**src/design/rhks_pkg.sv**
```systemverilog
// package for the rendezvous hash k-select unit
// holds sizes, hash constants, status codes, state enum and control structs
package rhks_pkg;
  localparam int MAX_SERVERS = 16;
  localparam int MAX_PICKS = 8;
  localparam int SLOT_W = $clog2(MAX_SERVERS);
  localparam int CNT_W = $clog2(MAX_SERVERS + 1);
  localparam int PICK_W = $clog2(MAX_PICKS);
  localparam int PCNT_W = $clog2(MAX_PICKS + 1);

  localparam logic [63:0] HASH_SEED = 64'h388b9301c3cd063c;
  localparam logic [63:0] PR1 = 64'h9E3779B185EBCA87;
  localparam logic [63:0] PR2 = 64'hC2B2AE3D27D4EB4F;
  localparam logic [63:0] PR3 = 64'h165667B19E3779F9;
  localparam logic [63:0] PR4 = 64'h85EBCA77C2B2AE63;
  localparam logic [63:0] PR5 = 64'h27D4EB2F165667C5;
  localparam logic [63:0] H_INIT = HASH_SEED + PR5 + 64'd16;

  localparam logic [1:0] ST_OK = 2'd0;
  localparam logic [1:0] ST_NONE = 2'd1;
  localparam logic [1:0] ST_FULL = 2'd2;
  localparam logic [1:0] ST_DUP = 2'd3;

  localparam logic OP_ADD = 1'b0;

  typedef enum logic [2:0] {
    S_IDLE, S_SCAN, S_HASH, S_INS, S_EMIT, S_DONE
  } state_t;

  // hash unit micro-op
  typedef enum logic [3:0] {
    H_M0, H_M1, H_M2, H_M3, H_M4, H_M5, H_M6, H_M7, H_F0, H_F1, H_F2, H_F3
  } hstep_t;

  typedef struct packed {
    logic load;
    logic scan_step;
    logic add_write;
    logic hash_start;
    logic hash_step;
    logic ins;
    logic emit;
    logic emit_add;
  } cmd_t;

  typedef struct packed {
    logic is_add;
    logic scan_end;
    logic dup;
    logic full;
    logic zero_cnt;
    logic hash_done;
    logic last_slot;
    logic emit_last;
  } stat_t;

  function automatic logic [63:0] rotl(input logic [63:0] x, input int r);
    rotl = (x << r) | (x >> (64 - r));
  endfunction
endpackage

```
**src/design/rhks_ctrl.sv**
```systemverilog
// controller state machine sequencing add scans, hashing and emission
// depends on rhks_pkg
module rhks_ctrl (
  input  logic            clk,
  input  logic            rst,
  input  logic            start,
  output logic            busy,
  input  rhks_pkg::stat_t stat,
  output rhks_pkg::cmd_t  cmd
);
  import rhks_pkg::*;
  state_t state, state_next;

  always_ff @(posedge clk) begin
    if (rst) state <= S_IDLE;
    else state <= state_next;
  end

  always_comb begin
    state_next = state;
    cmd = '0;
    busy = state != S_IDLE;
    unique case (state)
      S_IDLE: if (start) begin
        cmd.load = 1'b1;
        state_next = S_SCAN;
      end
      S_SCAN: begin
        if (!stat.is_add) begin
          if (stat.zero_cnt) begin
            cmd.emit_add = 1'b1;
            state_next = S_DONE;
          end else begin
            cmd.hash_start = 1'b1;
            state_next = S_HASH;
          end
        end else if (stat.scan_end) begin
          cmd.emit_add = 1'b1;
          cmd.add_write = !stat.dup && !stat.full;
          state_next = S_DONE;
        end else begin
          cmd.scan_step = 1'b1;
        end
      end
      S_HASH: begin
        cmd.hash_step = 1'b1;
        if (stat.hash_done) state_next = S_INS;
      end
      S_INS: begin
        cmd.ins = 1'b1;
        if (stat.last_slot) state_next = S_EMIT;
        else state_next = S_SCAN;
      end
      S_EMIT: begin
        cmd.emit = 1'b1;
        if (stat.emit_last) state_next = S_DONE;
      end
      S_DONE: state_next = S_IDLE;
      default: state_next = S_IDLE;
    endcase
  end
endmodule

```
**config.mk**
```make
export PLATFORM = sky130hd
export DESIGN_NAME = rhks_ctrl
export DESIGN_NICKNAME = d
export VERILOG_FILES = /design/src/design/rhks_pkg.sv /design/src/design/rhks_ctrl.sv
export SDC_FILE = /design/constraint.sdc
export NUM_CORES = 1
export LEC_CHECK = 0
export ABC_AREA = 1
export ABC_CLOCK_PERIOD_IN_PS = 1100
export BUFFER_PORTS_ARGS = -buffer_cell sky130_fd_sc_hd__buf_4
export CAP_MARGIN = 20
export CORE_AREA = 2 2 39 41
export CTS_CLUSTER_DIAMETER = 40
export DETAILED_ROUTE_END_ITERATION = 16
export DIE_AREA = 0 0 41 43
export PLACE_DENSITY = 0.55
export SETUP_SLACK_MARGIN = 0.05
export SLEW_MARGIN = 20
export SYNTH_ARGS = -nofsm -noshare
export SYNTH_HDL_FRONTEND = slang
export SYNTH_SLANG_ARGS = --single-unit
```
**constraint.sdc**
```tcl
create_clock -name clk -period 1.1 [get_ports clk]
set_input_delay 0.165 -clock clk [delete_from_list [all_inputs] [get_ports clk]]
set_output_delay 0.165 -clock clk [all_outputs]
set_load 0.01 [all_outputs]
```
Yosys cells after proc, flatten, opt, wreduce, memory -nomap -nowiden
Cells that the tools add are included.

Logic and storage cells: 38. Bits in latches: 0. Register bits: 3. Input bits: 11. Memories kept: 0. Bits in read-only memories: 0. Memory bits (writable): 0. Output and inout bits: 9.

Multipliers: 0. Bitwise gates (word level): 0. Multiplexer cells: 23. $add $sub $neg: 0. Shifts and indexed selects: 0. Reductions and logical operators: 6. Divide/modulo/power cells: 0. Equality and inequality tests: 8. $lt $le $gt $ge: 0.

Operator list (number): two-way mux 3 bit (8); case mux 3 bit (5 select lines) (1); two-way mux 1 bit (13); equality test 3 x 2 -> 1 bit, second input constant (2); != test 2 bit, second input constant (3); AND reduction 4 bit (1); equality test 3 x 1 -> 1 bit, second input constant (1); equality test 3 bit, second input constant (1); zero test 3 bit (1); != test 3 bit, second input constant (1); nonzero test 3 bit (1); zero test 1 bit (2); two-way mux 2 bit (1); logical AND 1 bit (1).

Longest topological paths before layout
Gate-level depths: netlist (run 1).

Depth after elaboration: 5. Mapped depth: 7. Mapped depth without buffers: 7.

Least setup slack after synthesis (run 1)
Ideal clock, no wire load.

Kind: register to output. Start: register state[2]. End: output cmd[5] in the netlist's numbering. Buffers on the path: 0. Arrival: 947 ps. Data required time: 935 ps. Setup slack: -12 ps. Stages on the path, launching flop included: 4. Cells stage by stage: dfxtp_1 nor3_1 nand3_1 nor3_1.

RTL lines: start, declared (RTL line rhks_ctrl.sv:12) `state_t state, state_next;`; start signal, assigned (RTL line rhks_ctrl.sv:16) `else state <= state_next;`; end, declared (RTL line rhks_ctrl.sv:9) `output rhks_pkg::cmd_t cmd`.

==> results.cfg, run 1 <==
[outcome]
status = finished with violations
violations = negative setup slack

[route]
drcViolationCount = 0
via_per_inst = 4.21
wl_per_cell_um = 9.59
ant_nets = 0
vias = 404
routed_wl_um = 921
drt_pass1_iterations = 2
drt_iter0_drc = 3

[synth]
synth.distinct_cells = 13
syn_area_per_cell_um2 = 5.47
syn_nets = 59
syn_area_um2 = 263
seq_area_frac_synth_pct = 22.9
syn_inst = 48
yosysWarnings = 0
synth-seq-cells = 3

[setup_path]
crit_fanout = 4
end_kind = output port
crit_chain = nor3_4, nand3_1, nor3_2, buf_4
required_ps = 940
critPathKind = register to output port
cp.buffers_inverters = 1
cp_top_family = simple AND/OR/NAND/NOR gates
slowest_stage = dfxtp_4
cp.arrival_ps = 1130
start_kind = register
slowest_delay_ps = 360

[sta]
finClkSkew_ps = 1.62
period_needed_ps = 1300
hold_viol = 0
slew_headroom_pct = 82.4
fin_crit_sh_pct = 118
setup_tns_ps = -1200
fmax_ghz = 0.771
drv_slew = 0
setup_viol = 11
rsz0062_at_grt = true
worstMarginPinSlew_ps = 262
final.setup.worst_slack_ps = -197

[cts]
hold_buffers = 0
clockRootBuffer = clkbuf_4
insertion_delay_ps = 230
numCtsBuffers = 3
cts_max_level = 1
cts_tree = built
path_clk_slew_ps = 40
clock_tree.buffer_depth = 2
clock-sinks = 3

[floorplan]
start_util_pct = 19.0
ioPinCount = 20
die_y_um = 43
die_area_um2 = 1760
die_width_um = 41
num_rows = 14
core-area_um2 = 1380

[power]
total_power_mw = 0.833
pwr-share-seq_pct = 20.5
intPower_mw = 0.520
p_switching_mw = 0.313
power.share.switching_pct = 37.6
leakagePower_nw = 0.318
clockPowerShare_pct = 22.8
power_density_nw_per_um2 = 1340
p_comb_share_pct = 56.6
irDropWorstVdd_mv = 0.422

[place]
place_congestion = 0.736
dp_hpwl_um = 646
place_ws_ps = -22.7
io_buffers = 19

[layout]
final_cell_mix = buf_4, nand2_1, buf_6
reg.largest.list = state (3)
largest_reg_flops = 3
final_util_pct = 44.8
fin_nets = 92
syn_to_final_growth_pct = 136
multiInputGateArea_um2 = 220
top_register = state
final_layout_size_suffix_gt1_share_pct = 65.0
regArea_um2 = 71.3
fillers = 141
mostFrequentLayoutCell = buf_4
antenna_cells = 0

[global_route]
grt_usage_pct = 11.6
globalRouteOverflowTotal = 0
antenna_found_initial = 0
grt_pass1_wl_mm = 1.38
grt_max_degree = 6
grt_pass1_vias = 357

[hold_path]
hold_class = input port to register

[run]
maxCapViolations = 0
## logic make-up (layout without fill, tap and decap cells)
group	after synthesis	in the layout	share of synthesized area, %
and+or+nand+nor	32	32	57.1
AOI/OAI and AO/OA	3	3	5.71
buffers and inverters	10	42	14.3
DFF	3	3	22.9
## final cells by class
class	count	share of cell area, %
Timing Repair Buffer	28	38.2
Multi-Input combinational cell	35	35.6
Sequential cell	3	11.5
Inverter	10	7.27
Clock buffer	4	4.24
Tap cell	16	3.23
## timing repair
| action | in CTS | in global routing |
|---|---|---|
| endpoints found under the setup margin | 11 | 11 |
| endpoints found under the hold margin | 0 | 0 |
| resized for setup | 22 | 9 |
| buffers inserted | 5 | 1 |
| pin swaps | 6 | 5 |
## metal layers
layer | share of wire, % | wire (um) | vias to the layer above | GRT usage (%)
met1 | 37 | 344 | 178 | 13.1
met3 | 8.3 | 76 | 0 | 3.14
met5 | 0 | 0 | - | 0
li1 | - | - | 213 | -
met4 | 0 | 0 | 0 | 6.00
met2 | 54 | 500 | 13 | 18.8
## Yosys cell counts
master / instances / share of area [%]
nand2_1: 11 / 16
nor2_1: 8 / 11
inv_1: 6 / 8.6
nand3_1: 6 / 11
inv_2: 4 / 5.7
dfxtp_1: 3 / 23
a21oi_1: 2 / 3.8
nor2_2: 2 / 4.8
nor3_1: 2 / 3.8
nand3b_1: 1 / 2.9
nor4_2: 1 / 4.8
o21ai_0: 1 / 1.9
or2_1: 1 / 2.4
## worst paths after layout
check	slack (ps)	from	cells past startpoint	end
setup reg to reg	-60	state[0]	9	state[0]
hold reg to reg	600	state[2]	3	state[1]
hold / removal	100	rst	2	state[0]
setup / recovery	-200	state[2]	4	cmd[5]
## power groups by stage
stage          registers [mW]  logic (mW)  clock network, mW
2_1_floorplan           0.153       0.168                  0
6_report                0.171       0.472              0.190
4_1_cts                 0.162       0.451              0.199
3_3_place_gp            0.150       0.339                  0
3_5_place_dp            0.151       0.339                  0
5_1_grt                 0.174       0.520              0.220
## stage by stage
step	cells	hold WS (ps)	cell area [um2]
floorplan	48	234	268
global placement	87	350	460
detailed placement	87	350	460
CTS	96	94.9	594
global route	96	96.8	619
finish	96	98.3	619
Note: power is estimated with default switching activity, not from simulation.
==> inputs of run 2 (changes only) <==
--- a/config.mk
+++ b/config.mk
@@ -9,10 +9,10 @@
 export ABC_CLOCK_PERIOD_IN_PS = 1100
 export BUFFER_PORTS_ARGS = -buffer_cell sky130_fd_sc_hd__buf_4
 export CAP_MARGIN = 20
-export CORE_AREA = 2 2 39 41
+export CORE_AREA = 5 5 42 44
 export CTS_CLUSTER_DIAMETER = 40
 export DETAILED_ROUTE_END_ITERATION = 16
-export DIE_AREA = 0 0 41 43
+export DIE_AREA = 0 0 47 49
 export PLACE_DENSITY = 0.55
 export SETUP_SLACK_MARGIN = 0.05
 export SLEW_MARGIN = 20
==> run 2 against run 1 <==
Compared with the run above: the flow still finishes with violations (negative setup slack); first-iteration DRC count up 67%; combinational power up 8.7%; non-clock buffer count increased by 1; total power grew 5.8%; via count increased by 5.2%; core utilization grew 2.7 points; sequential cell count is the same; die area is 31% higher; critical path type unchanged; largest cell class unchanged; largest power group unchanged; highest routed layer unchanged.
==> results.cfg, run 2 (synthesis results as in run 1) <==
[cts]
insertion_delay_ps = 230
hold_buffers = 0
clock_tree.buffer_depth = 2
cts_max_level = 1
cts_tree = built
numCtsBuffers = 3
path_clk_slew_ps = 30
clockRootBuffer = clkbuf_4
clock-sinks = 3

[sta]
hold_viol = 0
rsz0062_at_grt = true
fin_crit_sh_pct = 118
period_needed_ps = 1290
fmax_ghz = 0.773
finClkSkew_ps = 0.276
worstMarginPinSlew_ps = 264
final.setup.worst_slack_ps = -194
drv_slew = 0
slew_headroom_pct = 82.2
setup_viol = 11

[layout]
fin_area_um2 = 664
mostFrequentLayoutCell = buf_4
multiInputGateArea_um2 = 248
largest_reg_flops = 3
reg.largest.list = state (3)
syn_to_final_growth_pct = 153
final_layout_size_suffix_gt1_share_pct = 71.6
top_register = state
fillers = 150
antenna_cells = 0
regArea_um2 = 71.3
final_cell_mix = buf_4, buf_6, nand2_1
fin_nets = 93

[setup_path]
slowest_stage = dfxtp_4
crit_chain = nor3_4, nand3_2, nor3_2, buf_4
reg2reg_from = state[0]
cp.arrival_ps = 1130
critPathKind = register to output port
crit_fanout = 5
required_ps = 940
slowest_delay_ps = 360
r2r_cells = 9
r2r_slack_ps = -40
end_kind = output port
start_kind = register
r2r_end = state[0]
crit_path_start = state[2]

[route]
via_per_inst = 4.38
drt_pass1_iterations = 3
routed_wl_mm = 1.07
wl_per_cell_um = 11.0
vias = 425
ant_nets = 0
drt_iter0_drc = 5
drcViolationCount = 0

[global_route]
grtUsageMet2_pct = 14.3
grt_pass1_wl_mm = 1.40
grt_util_met3_pct = 4.80
grt_pass1_vias = 388
grtUsageMet1_pct = 8.08
grt_max_degree = 6
top_usage_layer = met2
globalRouteOverflowTotal = 0
grt_usage_pct = 8.15
antenna_found_initial = 0

[place]
place_ws_ps = -52.7
io_buffers = 19
place_congestion = 0.771
dp_hpwl_um = 676
placed_cell_area_um2 = 460

[run]
maxCapViolations = 0

[floorplan]
start_util_pct = 18.8
die_width_um = 47
num_rows = 14
die_y_um = 49
die_area_um2 = 2300
core-area_um2 = 1400
ioPinCount = 20

[hold_path]
hp-start = rst
holdPathEnd = state[2]
hold_class = input port to register
whs_path_depth = 2

[power]
leakagePower_nw = 0.340
power_density_nw_per_um2 = 1330
irDropWorstVdd_mv = 0.627

[outcome]
status = finished with violations
violations = negative setup slack
## run 2: changes by cell type in the layout (fill, tap and decap cells not counted), sizes merged
cell,before,now
buf,28,29
## run 2: how the worst max path moves through the flow
stage / to / slack, ps / cells past startpoint
floorplan: cmd[5] / 60 / 3
global placement: cmd[5] / -30 / 5
detailed placement: cmd[5] / -50 / 5
CTS: cmd[5] / -250 / 5
global route: cmd[0] / -290 / 4
finish: cmd[5] / -190 / 4
## run 2: where the power goes
group          switching, mW  internal [mW]
Combinational          0.247          0.266
Sequential            0.0427          0.136
Clock                 0.0540          0.136
## run 2: repair_timing
action                                  4_1_cts  5_1_grt
pin swaps                                     4        7
buffers inserted                              2        4
endpoints found under the setup margin       11       12
resized for setup                            13       27
## run 2: through the flow
| step | hold WS (ps) | util, % | power [mW] | std cells | setup TNS [ps] |
|---|---|---|---|---|---|
| floorplan | 234 | - | 0.322 | 48 | 0 |
| global placement | 349 | 32.9 | 0.480 | 87 | -51.0 |
| detailed placement | 355 | 32.9 | 0.482 | 87 | -111 |
| CTS | 101 | 38.4 | 0.732 | 93 | -1400 |
| global route | 108 | 47.4 | 0.950 | 97 | -1800 |
| finish | 107 | 47.4 | 0.881 | 97 | -1170 |
## run 2: routing by layer
layer	vias to the layer above	wire (um)
met5	-	0
met4	0	0
met3	0	92
met2	14	609
met1	195	369
li1	216	-
## run 2: final cells by class
| type | instances | area share (%) |
|---|---|---|
| inverter | 10 | 7.16 |
| multi-input combinational | 35 | 37.3 |
| sequential | 3 | 10.7 |
| tap | 16 | 3.01 |
| clock buffer | 4 | 3.95 |
| timing repair buffer | 29 | 37.9 |
## run 2: critical path: cells and delay by family (launching register included)
kind | cells | cell delay (ps)
buffers and inverters | 1 | 140
DFF | 1 | 360
and+or+nand+nor | 3 | 400
==> inputs of run 3 (changes only) <==
--- a/config.mk
+++ b/config.mk
@@ -9,10 +9,10 @@
 export ABC_CLOCK_PERIOD_IN_PS = 1100
 export BUFFER_PORTS_ARGS = -buffer_cell sky130_fd_sc_hd__buf_4
 export CAP_MARGIN = 20
-export CORE_AREA = 5 5 42 44
+export CORE_AREA = 3 3 40 42
 export CTS_CLUSTER_DIAMETER = 40
 export DETAILED_ROUTE_END_ITERATION = 16
-export DIE_AREA = 0 0 47 49
+export DIE_AREA = 0 0 43 45
 export PLACE_DENSITY = 0.55
 export SETUP_SLACK_MARGIN = 0.05
 export SLEW_MARGIN = 20
==> run 3 against run 2 <==
Compared with the run above: the flow still finishes with violations (negative setup slack); core utilization fell by 2.2 points; final cell count is 5.2% lower; clock power barely moved; largest power group unchanged.
==> results.cfg, run 3 (synthesis results as in run 1) <==
[sta]
fin_crit_sh_pct = 116
setup_viol = 11
slew_headroom_pct = 81.7
rsz0062_at_grt = true
period_needed_ps = 1280
finClkSkew_ps = 0.847
drv_slew = 0
worstMarginPinSlew_ps = 272
fmax_ghz = 0.782
final.setup.worst_slack_ps = -179
hold_viol = 0

[power]
power.share.switching_pct = 38.1
irDropWorstVdd_mv = 0.444
p_switching_mw = 0.302
p_comb_share_pct = 54.8
intPower_mw = 0.491
pwr-share-seq_pct = 21.0
clockPowerShare_pct = 24.3
power_density_nw_per_um2 = 1370
leakagePower_nw = 0.296

[layout]
final_util_pct = 45.2
multiInputGateArea_um2 = 221
final_cells = 92
top_register = state
syn_to_final_growth_pct = 121
regArea_um2 = 68.8
fin_nets = 89
largest_reg_flops = 3
final_cell_mix = buf_4, nand2_1, inv_1, nor2_1
fillers = 141
reg.largest.list = state (3)
antenna_cells = 0
mostFrequentLayoutCell = buf_4
final_layout_size_suffix_gt1_share_pct = 63.6

[global_route]
globalRouteOverflowTotal = 0
grt_pass1_vias = 345
grt_max_degree = 6
grt_pass1_wl_mm = 1.32
grt_usage_pct = 9.14
antenna_found_initial = 0

[cts]
insertion_delay_ps = 230
numCtsBuffers = 3
clock-sinks = 3
clock_tree.buffer_depth = 2
path_clk_slew_ps = 40
cts_tree = built
cts_max_level = 1
clockRootBuffer = clkbuf_4
hold_buffers = 0

[setup_path]
cp.arrival_ps = 1110
crit_fanout = 5
cp_top_family = simple AND/OR/NAND/NOR gates
slowest_delay_ps = 360
critPathKind = register to output port
slowest_stage = dfxtp_4
end_kind = output port
start_kind = register
required_ps = 940
cp.buffers_inverters = 1
crit_chain = nor3_4, nand3_2, nor3_2, buf_4

[route]
drt_iter0_drc = 1
drt_pass1_iterations = 4
vias = 398
routed_wl_um = 875
wl_per_cell_um = 9.51
drcViolationCount = 0
via_per_inst = 4.33
ant_nets = 0

[place]
dp_hpwl_um = 634
placedCellCount = 86
io_buffers = 19
place_ws_ps = -25.3
place_congestion = 0.733

[floorplan]
core-area_um2 = 1280
num_rows = 13
die_y_um = 45
ioPinCount = 20
die_area_um2 = 1940
die_width_um = 43
start_util_pct = 20.4

[hold_path]
hold_class = input port to register

[run]
maxCapViolations = 0

[outcome]
violations = negative setup slack
status = finished with violations
==> run 3: changes by cell type in the layout (fill, tap and decap cells not counted), sizes merged <==
cell,previous run,this run
buf,29,25
==> run 3: power groups by stage <==
| stage | Sequential [mW] | Clock [mW] | Combinational, mW |
|---|---|---|---|
| 5_1_grt | 0.170 | 0.218 | 0.476 |
| 2_1_floorplan | 0.153 | 0 | 0.168 |
| 4_1_cts | 0.156 | 0.205 | 0.389 |
| 3_3_place_gp | 0.151 | 0 | 0.339 |
| 6_report | 0.166 | 0.192 | 0.434 |
| 3_5_place_dp | 0.150 | 0 | 0.340 |
==> run 3: worst register-to-register path, delay by kind of cell (launching register included) <==
| kind | cells | cell delay [ps] |
|---|---|---|
| buffers and inverters | 2 | 310 |
| flip-flops | 1 | 340 |
| AO/OA/AOI/OAI | 1 | 60 |
| AND/OR/NAND/NOR | 5 | 320 |
==> run 3: worst paths after layout <==
path,to,start,depth (start not counted),slack [ps]
worst min register to register,state[1],state[2],3,610
worst max register to register,state[2],state[2],8,-40
worst min-delay path,state[0],rst,2,100
worst max-delay path,cmd[5],state[1],4,-180
==> run 3: layer usage <==
| metal | global-route usage, % | vias up | wire length, um |
|---|---|---|---|
| li1 | - | 207 | - |
| met1 | 9.59 | 178 | 334 |
| met2 | 16.2 | 13 | 461 |
| met3 | 2.79 | 0 | 79 |
| met4 | 5.42 | 0 | 0 |
| met5 | 0 | - | 0 |
==> run 3: area by class of cell <==
| cell class | instances | share of cell area, % |
|---|---|---|
| Clock buffer | 4 | 4.53 |
| Timing Repair Buffer | 25 | 34.9 |
| Sequential cell | 3 | 11.9 |
| Multi-Input combinational cell | 35 | 38.1 |
| Inverter | 10 | 7.33 |
| Tap cell | 15 | 3.23 |
==> run 3: metrics by stage <==
step                hold slack, ps  TNS (ps)  power, mW  cell area, um2
floorplan                      234         0      0.322             268
global placement               349     -37.8      0.490             459
detailed placement             349     -27.1      0.490             459
CTS                           92.7     -1200      0.750             534
global route                  96.1     -1970      0.863             581
finish                         103     -1120      0.793             581
==> run 3: repair_timing <==
| item | CTS | global route |
|---|---|---|
| setup buffers | 2 | 0 |
| endpoints found under the setup margin | 11 | 11 |
| pin swaps | 4 | 4 |
| gates resized for setup | 12 | 13 |
